==> config.mk <==
export PLATFORM = sky130hd
export DESIGN_NAME = fractal_depth_colorizer
export DESIGN_NICKNAME = d
export VERILOG_FILES = /design/src/rtl/core/fdc_pkg.sv /design/src/rtl/core/fractal_depth_colorizer.sv /design/src/rtl/core/fdc_scaler.sv
export SDC_FILE = /design/constraint.sdc
export NUM_CORES = 1
export LEC_CHECK = 0
export ABC_CLOCK_PERIOD_IN_PS = 11900
export BUFFER_PORTS_ARGS = -buffer_cell sky130_fd_sc_hd__buf_2
export CAP_MARGIN = 20
export CORE_ASPECT_RATIO = 0.75
export CORE_UTILIZATION = 45
export DETAILED_ROUTE_END_ITERATION = 8
export PLACE_DENSITY = 0.73
export SYNTH_ARGS = -nofsm -noshare
export SYNTH_HDL_FRONTEND = slang
export SYNTH_SLANG_ARGS = --single-unit
==> constraint.sdc <==
create_clock -name clk -period 11.9 [get_ports clk]
set_clock_uncertainty 0.2 [all_clocks]
set_input_delay 0.595 -clock clk [delete_from_list [all_inputs] [get_ports clk]]
set_output_delay 0.595 -clock clk [all_outputs]
set_load 0.03 [all_outputs]
==> src/rtl/core/fdc_pkg.sv <==
package fdc_pkg;

	localparam int DEPTH_W   = 16;
	localparam int ROOT_W    = 5;
	localparam int LEN_W     = 6;
	localparam int CFG_IDX_W = 3;
	localparam int CFG_DATA_W = 16;
	localparam int PAL_COUNT = 21;
	localparam int STEPS     = 8;

	typedef enum logic [1:0] {
		OP_SCAN  = 2'd0,
		OP_COLOR = 2'd1,
		OP_LOAD  = 2'd2
	} op_e;

	typedef enum logic [CFG_IDX_W-1:0] {
		CFG_MIN_FIXED  = 3'd0,
		CFG_MIN_VALUE  = 3'd1,
		CFG_MAX_FIXED  = 3'd2,
		CFG_MAX_VALUE  = 3'd3,
		CFG_REMAP_LEN  = 3'd4
	} cfg_idx_e;

	typedef enum logic [2:0] {
		S_IDLE,
		S_CALC,
		S_PICK,
		S_DIV,
		S_FIN
	} state_e;

	typedef struct packed {
		logic [7:0] red;
		logic [7:0] green;
		logic [7:0] blue;
	} rgb_t;

	typedef struct packed {
		logic [1:0]         opcode;
		logic [DEPTH_W-1:0] depth;
		logic [ROOT_W-1:0]  pix_root;
		logic               pixel_error;
		logic               first_pixel;
		logic [ROOT_W-1:0]  remap_slot;
		logic [ROOT_W-1:0]  remap_target;
	} in_beat_t;

	typedef struct packed {
		logic [7:0] red;
		logic [7:0] green;
		logic [7:0] blue;
		logic       was_error;
		logic       bad_root;
	} out_beat_t;

	function automatic rgb_t palette_rgb(input logic [ROOT_W-1:0] idx);
		rgb_t c;
		unique case (idx)
			5'd0:  c = '{8'hFF, 8'h00, 8'h00};
			5'd1:  c = '{8'hFF, 8'h80, 8'h00};
			5'd2:  c = '{8'hFF, 8'hFF, 8'h00};
			5'd3:  c = '{8'h00, 8'hFF, 8'h00};
			5'd4:  c = '{8'h00, 8'hFF, 8'hFF};
			5'd5:  c = '{8'h00, 8'h00, 8'hFF};
			5'd6:  c = '{8'hFF, 8'h00, 8'hFF};
			5'd7:  c = '{8'hFF, 8'h80, 8'h80};
			5'd8:  c = '{8'hFF, 8'hC0, 8'h80};
			5'd9:  c = '{8'hFF, 8'hFF, 8'h80};
			5'd10: c = '{8'h80, 8'hFF, 8'h80};
			5'd11: c = '{8'h80, 8'hFF, 8'hFF};
			5'd12: c = '{8'h80, 8'h80, 8'hFF};
			5'd13: c = '{8'hFF, 8'h80, 8'hFF};
			5'd14: c = '{8'h80, 8'h00, 8'h00};
			5'd15: c = '{8'h80, 8'h40, 8'h00};
			5'd16: c = '{8'h80, 8'h80, 8'h00};
			5'd17: c = '{8'h00, 8'h80, 8'h00};
			5'd18: c = '{8'h00, 8'h80, 8'h80};
			5'd19: c = '{8'h00, 8'h00, 8'h80};
			5'd20: c = '{8'h80, 8'h00, 8'h80};
			default: c = '{8'h00, 8'h00, 8'h00};
		endcase
		return c;
	endfunction

endpackage

==> src/rtl/core/fractal_depth_colorizer.sv <==
// Colors fractal pixels by iteration depth. Scan and load beats leave the block in its idle state,
// so it is ready again on the next cycle. A color beat passes the calc and pick states (bound,
// clamp and remap lookup), then the shared three-lane quotient unit (one quotient bit per cycle
// for all three channels), which collects its quotient into the result register; the finish state
// then moves the result into the output register once that is free. Error, bad-root and zero-range
// pixels skip the quotient unit.
// The block takes no new beat while a color beat is in work, but does take one while a finished
// result waits in the output register. The remap table is a small memory with registered read;
// reading an entry that was never loaded gives an undefined color.
module fractal_depth_colorizer #(
	parameter int DEPTH_BITS    = 16,
	parameter int REMAP_ENTRIES = 32,
	parameter int PALETTE_SIZE  = 21
) (
	input  logic                                clk,
	input  logic                                arst_n,
	input  logic                                in_valid,
	output logic                                in_ready,
	input  fdc_pkg::in_beat_t                   in_data,
	output logic                                out_valid,
	input  logic                                out_ready,
	output fdc_pkg::out_beat_t                  out_data,
	input  logic                                cfg_we,
	input  logic [fdc_pkg::CFG_IDX_W-1:0]       cfg_index,
	input  logic [fdc_pkg::CFG_DATA_W-1:0]      cfg_data
);

	localparam int DW    = DEPTH_BITS;
	localparam int IDX_W = (REMAP_ENTRIES > 1) ? $clog2(REMAP_ENTRIES) : 1;

	fdc_pkg::state_e state_q, state_d;

	logic                        min_fixed_q;
	logic                        max_fixed_q;
	logic [fdc_pkg::DEPTH_W-1:0] min_value_q;
	logic [fdc_pkg::DEPTH_W-1:0] max_value_q;
	logic [fdc_pkg::LEN_W-1:0]   remap_len_q;
	logic [DW-1:0]               run_min_q;
	logic [DW-1:0]               run_max_q;

	logic [fdc_pkg::ROOT_W-1:0]  remap_mem [REMAP_ENTRIES];
	logic [fdc_pkg::ROOT_W-1:0]  map_q;

	logic [DW-1:0]               depth_q;
	logic [fdc_pkg::ROOT_W-1:0]  root_q;
	logic                        err_q;
	logic [DW-1:0]               d_q;
	logic [DW-1:0]               range_q;
	logic                        rz_q;
	fdc_pkg::out_beat_t          res_q;
	fdc_pkg::out_beat_t          out_q;
	logic                        out_valid_q;

	logic                        accept;
	logic [DW-1:0]               in_depth;
	logic [DW-1:0]               lo, hi;
	logic [DW-1:0]               seed_min, seed_max, new_min, new_max;
	logic [DW-1:0]               clamp_hi, clamp;
	logic [fdc_pkg::ROOT_W-1:0]  root_eff;
	logic                        bad;
	logic                        full;
	logic                        go_div;
	logic                        out_free;
	fdc_pkg::rgb_t               pal;
	fdc_pkg::rgb_t               quot;
	fdc_pkg::out_beat_t          pick_res;
	logic                        div_start;
	logic                        div_done;

	assign in_ready = (state_q == fdc_pkg::S_IDLE);
	assign accept   = in_valid && in_ready;
	assign in_depth = DW'(in_data.depth);
	assign lo       = min_fixed_q ? DW'(min_value_q) : run_min_q;
	assign hi       = max_fixed_q ? DW'(max_value_q) : run_max_q;
	assign out_free = !out_valid_q || out_ready;

	// scan bound update
	always_comb begin
		seed_min = run_min_q;
		seed_max = run_max_q;
		if (in_data.first_pixel) begin
			if (!min_fixed_q) begin
				seed_min = max_fixed_q ? DW'(max_value_q) : in_depth;
			end
			if (!max_fixed_q) begin
				seed_max = min_fixed_q ? DW'(min_value_q) : seed_min;
			end
		end
		new_min = seed_min;
		new_max = seed_max;
		if (!in_data.pixel_error) begin
			if (!min_fixed_q && in_depth < seed_min) begin
				new_min = in_depth;
			end
			if (!max_fixed_q && in_depth > seed_max) begin
				new_max = in_depth;
			end
		end
	end

	// clamp, remap and result pick
	always_comb begin
		clamp_hi = (depth_q > hi) ? hi : depth_q;
		clamp    = (clamp_hi < lo) ? lo : clamp_hi;
		root_eff = root_q;
		if ({1'b0, root_q} < remap_len_q && {1'b0, root_q} < 6'(REMAP_ENTRIES)) begin
			root_eff = map_q;
		end
		bad    = ({1'b0, root_eff} >= 6'(PALETTE_SIZE)) ||
		         ({1'b0, root_eff} >= 6'(fdc_pkg::PAL_COUNT));
		pal    = fdc_pkg::palette_rgb(root_eff);
		full   = (d_q >= hi);
		go_div = !err_q && !bad && !rz_q;
		pick_res = '0;
		if (err_q) begin
			pick_res.red       = 8'hFF;
			pick_res.green     = 8'hFF;
			pick_res.blue      = 8'hFF;
			pick_res.was_error = 1'b1;
		end else if (bad) begin
			pick_res.bad_root = 1'b1;
		end else if (full) begin
			pick_res.red   = pal.red;
			pick_res.green = pal.green;
			pick_res.blue  = pal.blue;
		end
	end

	assign div_start = (state_q == fdc_pkg::S_PICK) && go_div;

	fdc_scaler #(
		.W (DW)
	) u_scaler (
		.clk    (clk),
		.arst_n (arst_n),
		.start  (div_start),
		.num    (d_q - lo),
		.den    (range_q),
		.color  (pal),
		.done   (div_done),
		.quot   (quot)
	);

	always_comb begin
		state_d = state_q;
		unique case (state_q)
			fdc_pkg::S_IDLE: begin
				if (accept && in_data.opcode == fdc_pkg::OP_COLOR) begin
					state_d = fdc_pkg::S_CALC;
				end
			end
			fdc_pkg::S_CALC: state_d = fdc_pkg::S_PICK;
			fdc_pkg::S_PICK: state_d = go_div ? fdc_pkg::S_DIV : fdc_pkg::S_FIN;
			fdc_pkg::S_DIV: begin
				if (div_done) begin
					state_d = fdc_pkg::S_FIN;
				end
			end
			fdc_pkg::S_FIN: begin
				if (out_free) begin
					state_d = fdc_pkg::S_IDLE;
				end
			end
			default: state_d = fdc_pkg::S_IDLE;
		endcase
	end

	always_ff @(posedge clk or negedge arst_n) begin
		if (!arst_n) begin
			state_q     <= fdc_pkg::S_IDLE;
			min_fixed_q <= 1'b0;
			max_fixed_q <= 1'b0;
			min_value_q <= '0;
			max_value_q <= '0;
			remap_len_q <= '0;
			run_min_q   <= '0;
			run_max_q   <= '0;
			out_valid_q <= 1'b0;
		end else begin
			state_q <= state_d;
			if (cfg_we) begin
				unique case (cfg_index)
					fdc_pkg::CFG_MIN_FIXED: min_fixed_q <= cfg_data[0];
					fdc_pkg::CFG_MIN_VALUE: min_value_q <= cfg_data;
					fdc_pkg::CFG_MAX_FIXED: max_fixed_q <= cfg_data[0];
					fdc_pkg::CFG_MAX_VALUE: max_value_q <= cfg_data;
					fdc_pkg::CFG_REMAP_LEN: remap_len_q <= cfg_data[fdc_pkg::LEN_W-1:0];
					default: ;
				endcase
			end
			if (accept && in_data.opcode == fdc_pkg::OP_SCAN) begin
				run_min_q <= new_min;
				run_max_q <= new_max;
			end
			if (state_q == fdc_pkg::S_FIN && out_free) begin
				out_valid_q <= 1'b1;
			end else if (out_ready) begin
				out_valid_q <= 1'b0;
			end
		end
	end

	// remap table
	always_ff @(posedge clk) begin
		if (accept && in_data.opcode == fdc_pkg::OP_LOAD &&
		    {1'b0, in_data.remap_slot} < 6'(REMAP_ENTRIES)) begin
			remap_mem[in_data.remap_slot[IDX_W-1:0]] <= in_data.remap_target;
		end
		if (state_q == fdc_pkg::S_CALC) begin
			map_q <= remap_mem[root_q[IDX_W-1:0]];
		end
	end

	always_ff @(posedge clk) begin
		if (accept) begin
			depth_q <= in_depth;
			root_q  <= in_data.pix_root;
			err_q   <= in_data.pixel_error;
		end
		if (state_q == fdc_pkg::S_CALC) begin
			d_q     <= clamp;
			range_q <= (hi > lo) ? hi - lo : '0;
			rz_q    <= !(hi > lo);
		end
		if (state_q == fdc_pkg::S_PICK) begin
			res_q <= pick_res;
		end
		if (state_q == fdc_pkg::S_DIV && div_done) begin
			res_q <= {quot, 2'b00};
		end
		if (state_q == fdc_pkg::S_FIN && out_free) begin
			out_q <= res_q;
		end
	end

	assign out_valid = out_valid_q;
	assign out_data  = out_q;

	a_color_busy: assert property (@(posedge clk) disable iff (!arst_n)
		(accept && in_data.opcode == fdc_pkg::OP_COLOR) |=> !in_ready)
		else $error("color beat did not hold off input");

	a_div_in_state: assert property (@(posedge clk) disable iff (!arst_n)
		div_done |-> (state_q == fdc_pkg::S_DIV))
		else $error("quotient unit finished outside its state");

	a_error_white: assert property (@(posedge clk) disable iff (!arst_n)
		(out_valid && out_data.was_error) |->
		(!out_data.bad_root && out_data.red == 8'hFF && out_data.green == 8'hFF &&
		 out_data.blue == 8'hFF))
		else $error("error pixel result is not white");

	a_bad_black: assert property (@(posedge clk) disable iff (!arst_n)
		(out_valid && out_data.bad_root) |->
		(out_data.red == 8'h00 && out_data.green == 8'h00 && out_data.blue == 8'h00))
		else $error("bad root result is not black");

endmodule

==> src/rtl/core/fdc_scaler.sv <==
module fdc_scaler #(
	parameter int W = 16
) (
	input  logic                clk,
	input  logic                arst_n,
	input  logic                start,
	input  logic [W-1:0]        num,
	input  logic [W-1:0]        den,
	input  fdc_pkg::rgb_t       color,
	output logic                done,
	output fdc_pkg::rgb_t       quot
);

	localparam int SW = W + 2;

	logic                busy_q;
	logic                done_q;
	logic [2:0]          cnt_q;
	logic [W-1:0]        num_q;
	logic [W-1:0]        den_q;
	logic [W-1:0]        rem_q [3];
	logic [7:0]          q_q   [3];
	logic [7:0]          c_q   [3];
	logic [W-1:0]        rem_d [3];
	logic [7:0]          q_d   [3];
	logic [SW-1:0]       s     [3];
	logic [SW-1:0]       den1;
	logic [SW-1:0]       den2;

	// per lane: s = 2*rem + bit*num, then take off 0, 1 or 2 times den
	always_comb begin
		den1 = SW'(den_q);
		den2 = {1'b0, den_q, 1'b0};
		for (int i = 0; i < 3; i++) begin
			s[i] = {1'b0, rem_q[i], 1'b0} + (c_q[i][7] ? SW'(num_q) : '0);
			if (s[i] >= den2) begin
				rem_d[i] = W'(s[i] - den2);
				q_d[i]   = 8'({q_q[i], 1'b0} + 9'd2);
			end else if (s[i] >= den1) begin
				rem_d[i] = W'(s[i] - den1);
				q_d[i]   = 8'({q_q[i], 1'b0} + 9'd1);
			end else begin
				rem_d[i] = W'(s[i]);
				q_d[i]   = {q_q[i][6:0], 1'b0};
			end
		end
	end

	always_ff @(posedge clk or negedge arst_n) begin
		if (!arst_n) begin
			busy_q <= 1'b0;
			done_q <= 1'b0;
			cnt_q  <= '0;
		end else begin
			if (start) begin
				busy_q <= 1'b1;
				done_q <= 1'b0;
				cnt_q  <= 3'(fdc_pkg::STEPS - 1);
			end else if (busy_q) begin
				cnt_q  <= cnt_q - 3'd1;
				busy_q <= (cnt_q != '0);
				done_q <= (cnt_q == '0);
			end else begin
				done_q <= 1'b0;
			end
		end
	end

	always_ff @(posedge clk) begin
		if (start) begin
			num_q <= num;
			den_q <= den;
			c_q[0] <= color.red;
			c_q[1] <= color.green;
			c_q[2] <= color.blue;
			for (int i = 0; i < 3; i++) begin
				rem_q[i] <= '0;
				q_q[i]   <= '0;
			end
		end else if (busy_q) begin
			for (int i = 0; i < 3; i++) begin
				rem_q[i] <= rem_d[i];
				q_q[i]   <= q_d[i];
				c_q[i]   <= {c_q[i][6:0], 1'b0};
			end
		end
	end

	assign done       = done_q;
	assign quot.red   = q_q[0];
	assign quot.green = q_q[1];
	assign quot.blue  = q_q[2];

endmodule

==> impl_metrics.yaml <==
run_status:
  status: "complete, no violations"
timing:
  report.final.slew_viol_count: 0
  fmax_mhz: 164
  rsz0062_at_grt: "false"
  setup_viol: 0
  period_share: 0.514
  hold_violations: 0
  worst_pin_slew_ps: 1130
  fin_tns_setup_ps: 0
  max_slew_margin: 0.244
  fin_crit_ps: 6120
worst_setup_path:
  r2r-start: "max_fixed_q"
  path_cells: "mux2i_1 > ha_1 > nand2_1 > nor2_1 > a2111oi_0 > o21ai_0 > o32ai_4 > buf_4 > o21a_1 > inv_1 > ha_1 > a21o_1 > a21o_1 > a21oi_1 > o21ai_0 > nand3_1 > nand2_1 > o22ai_2 > buf_4 > mux2_2"
  crit_arrival_ps: 6280
  path_delay_family: "compound AO/OA/AOI/OAI gates"
  crit_path_top_delay_cell: "dfrtp_2"
  endpoint_kind: "flip-flop"
  cp_max_fo: 35
  critPathKind: "reg -> reg"
  start_kind: "flip-flop"
  worst-path-buf-inv: 3
  crit_required_ps: 12070
  critPathLaunch: "max_fixed_q"
  cp_num_cells: 20
  max_stage_delay_ps: 1070
  worstRegToRegCells: 20
final_layout:
  syn_to_final_growth_pct: 10.5
  utilization: 0.505
  final_common_cell: "edfxtp_1"
  finish.net_count: 3181
  mostFrequentLayoutCells: "edfxtp_1 (398), ha_1 (263), a21oi_1 (199)"
  drive_gt1_frac: 0.122
yosys:
  synth_edf_count: 398
  synthArstFlopShare: 0.168
  ys_seq_elements: 481
  synthDistinctLibCells: 91
  synth.net_count: 3097
  ys_warn_count: 0
  synthCells: 2764
  syn_area_per_cell_um2: 11.1
  ys_seq_area_frac: 0.457
  synth_area_um2: 30700
  ys.flop_type: "edfxtp_1"
hold_path:
  whs_path_depth: 2
  worstHoldStart: "cfg_data[14]"
  min_path_type: "in -> reg"
global_route:
  grt_pass1_vias: 20669
  grtUsageMet1: 0.334
  gr-usage-all-layers: 0.217
  top_usage_layer: "met1"
  grt_max_degree: 64
  antenna_found_initial: 1
  grt_pass1_wl_um: 119000
  grt_overflow: 0
  grt_use_met2: 0.320
  use_met3: 0.0371
drt:
  vias_per_cell: 5.90
  drt-wirelength-per-cell_um: 20.4
  drc: 0
  initialDrtViolationCount: 2382
  antenna_left: 0
  num_vias: 22241
  first_pass_iters: 6
  wirelength_um: 77100
power_and_ir_drop:
  p_leak_nw: 13.9
  power.switching_w: 0.00452
  power_frac_seq: 0.251
  switching_share: 0.442
  power_density_nw_per_um2: 301
  p_comb_frac: 0.595
  intPower_w: 0.00570
  p_clk_frac: 0.154
  ir_drop_v: 0.000163
cts:
  clkSinkCount: 481
  numCtsBuffers: 49
  h-tree-depth: 2
  cts_buffer_depth: 3
  clock_latency_ps: 620
  clk_pin_slew_worst_paths_ps: 60
  root_buffer: "clkbuf_16"
  post-cts-setup-buffers: 0
  cts_tree: "built"
die:
  fp.dieW_um: 304
  core_um2: 67100
  dieArea_um2: 69300
  start_util: 0.458
  rows: 82
  die-height_um: 228
  ios: 87
placement:
  io_buffers: 86
  dpl.hpwl_um: 54900
  gp_congestion: 0.915
job:
  drv_cap: 0
[timing repair]
| action | CTS | global route |
|---|---|---|
| hold buffers | 11 | 0 |
| resized for setup | 0 | 0 |
| hold endpoints to repair | 37 | 0 |
[power by group through the flow]
stage               Combinational, W  Clock [W]  Sequential [W]
finish                       0.00608    0.00157         0.00257
CTS                          0.00597    0.00159         0.00256
global route                 0.00667    0.00166         0.00259
global placement             0.00584          0         0.00258
floorplan                    0.00460          0         0.00253
detailed placement           0.00590          0         0.00259
[registers in the layout (all words and copies together), names as in the netlist, 5 cells and up]
name            flops
remap_mem         160
u_scaler.rem_q     48
out_data           26
res_q              26
u_scaler.c_q       24
u_scaler.q_q       24
d_q                16
depth_q            16
max_value_q        16
min_value_q        16
range_q            16
run_max_q          16
run_min_q          16
u_scaler.den_q     16
u_scaler.num_q     16
remap_len_q         6
map_q               5
root_q              5
[synth_stat cells (all sizes together) (8+ instances only)]
cell | number | share of area
and2 | 56 | 0.011
or3 | 11 | 0.0022
mux2 | 65 | 0.024
inv | 127 | 0.016
o22ai | 12 | 0.0029
o21ai | 149 | 0.024
mux4 | 50 | 0.037
a211oi | 31 | 0.0079
a211o | 21 | 0.0060
edfxtp | 398 | 0.39
xor2 | 48 | 0.014
xnor2 | 102 | 0.029
dfrtp | 81 | 0.066
nand2b | 32 | 0.0065
o21a | 45 | 0.011
nor2 | 200 | 0.025
ha | 263 | 0.11
nand2 | 197 | 0.025
fa | 11 | 0.0072
buf | 30 | 0.0053
nand4 | 26 | 0.0053
nor2b | 35 | 0.0074
a21oi | 199 | 0.032
or2 | 8 | 0.0016
clkbuf | 62 | 0.0076
o21bai | 21 | 0.0051
mux2i | 121 | 0.040
a21o | 96 | 0.023
and3 | 34 | 0.0069
nand3 | 42 | 0.0068
nor3 | 62 | 0.010
a31oi | 20 | 0.0043
[cell type report]
class                      instances  area (µm²)
fill                            5893       33200
inverter                         128         485
multi-input combinational       2063       15900
clock buffer                      63        1320
timing repair buffer             125         801
sequential                       481       14000
clock inverter                    28         308
antenna                            1        2.50
tap                              882        1100
[stage by stage]
stage | hold slack (ps) | total power, W | std cells | setup slack (ps) | instance area (µm²)
after global placement | 201 | 0.00842 | 3662 | 5870 | 32100
after global routing | 19.0 | 0.0109 | 3770 | 5480 | 33900
after CTS | 3.82 | 0.0101 | 3767 | 5740 | 33900
after floorplan | 99.4 | 0.00713 | 2764 | 6290 | 30700
final | 29.5 | 0.0102 | 3771 | 5780 | 33900
after detailed placement | 205 | 0.00849 | 3665 | 5790 | 32100
[per-layer routing]
metal  vias up  part of all wire
met4         0             0.019
met5         -                 0
li1      10532                 -
met3        96             0.083
met1     10726              0.47
met2       887              0.42
[path summary, 6_finish.rpt]
path	endpoint	slack, ps
worst max register to register	d_q[1]	5780
worst max-delay path	d_q[1]	5780
worst min-delay path	min_value_q[14]	30
min in group asynchronous	run_min_q[14]	230
worst min register to register	out_data[10]	210
max in group asynchronous	min_fixed_q	10180
[worst register-to-register path, delay by kind of cell (launching register included)]
kind / cells / cell delay (ps)
flops: 1 / 1070
mux: 2 / 1090
simple gates: 4 / 300
compound gates: 9 / 1830
buf+inv: 3 / 720
fa+ha+maj: 2 / 660
[cells by family (layout without fill, tap and decap cells)]
family          after synthesis  count (layout)  synth area share
simple gates                726             726             0.114
compound gates              677             677             0.143
mux                         236             236             0.100
xor+xnor                    150             150            0.0428
other cells                   0               1                 0
flops                       481             481             0.457
buf+inv                     220             344            0.0287
fa+ha+maj                   274             274             0.114
Power figures use the tool's default switching activity.
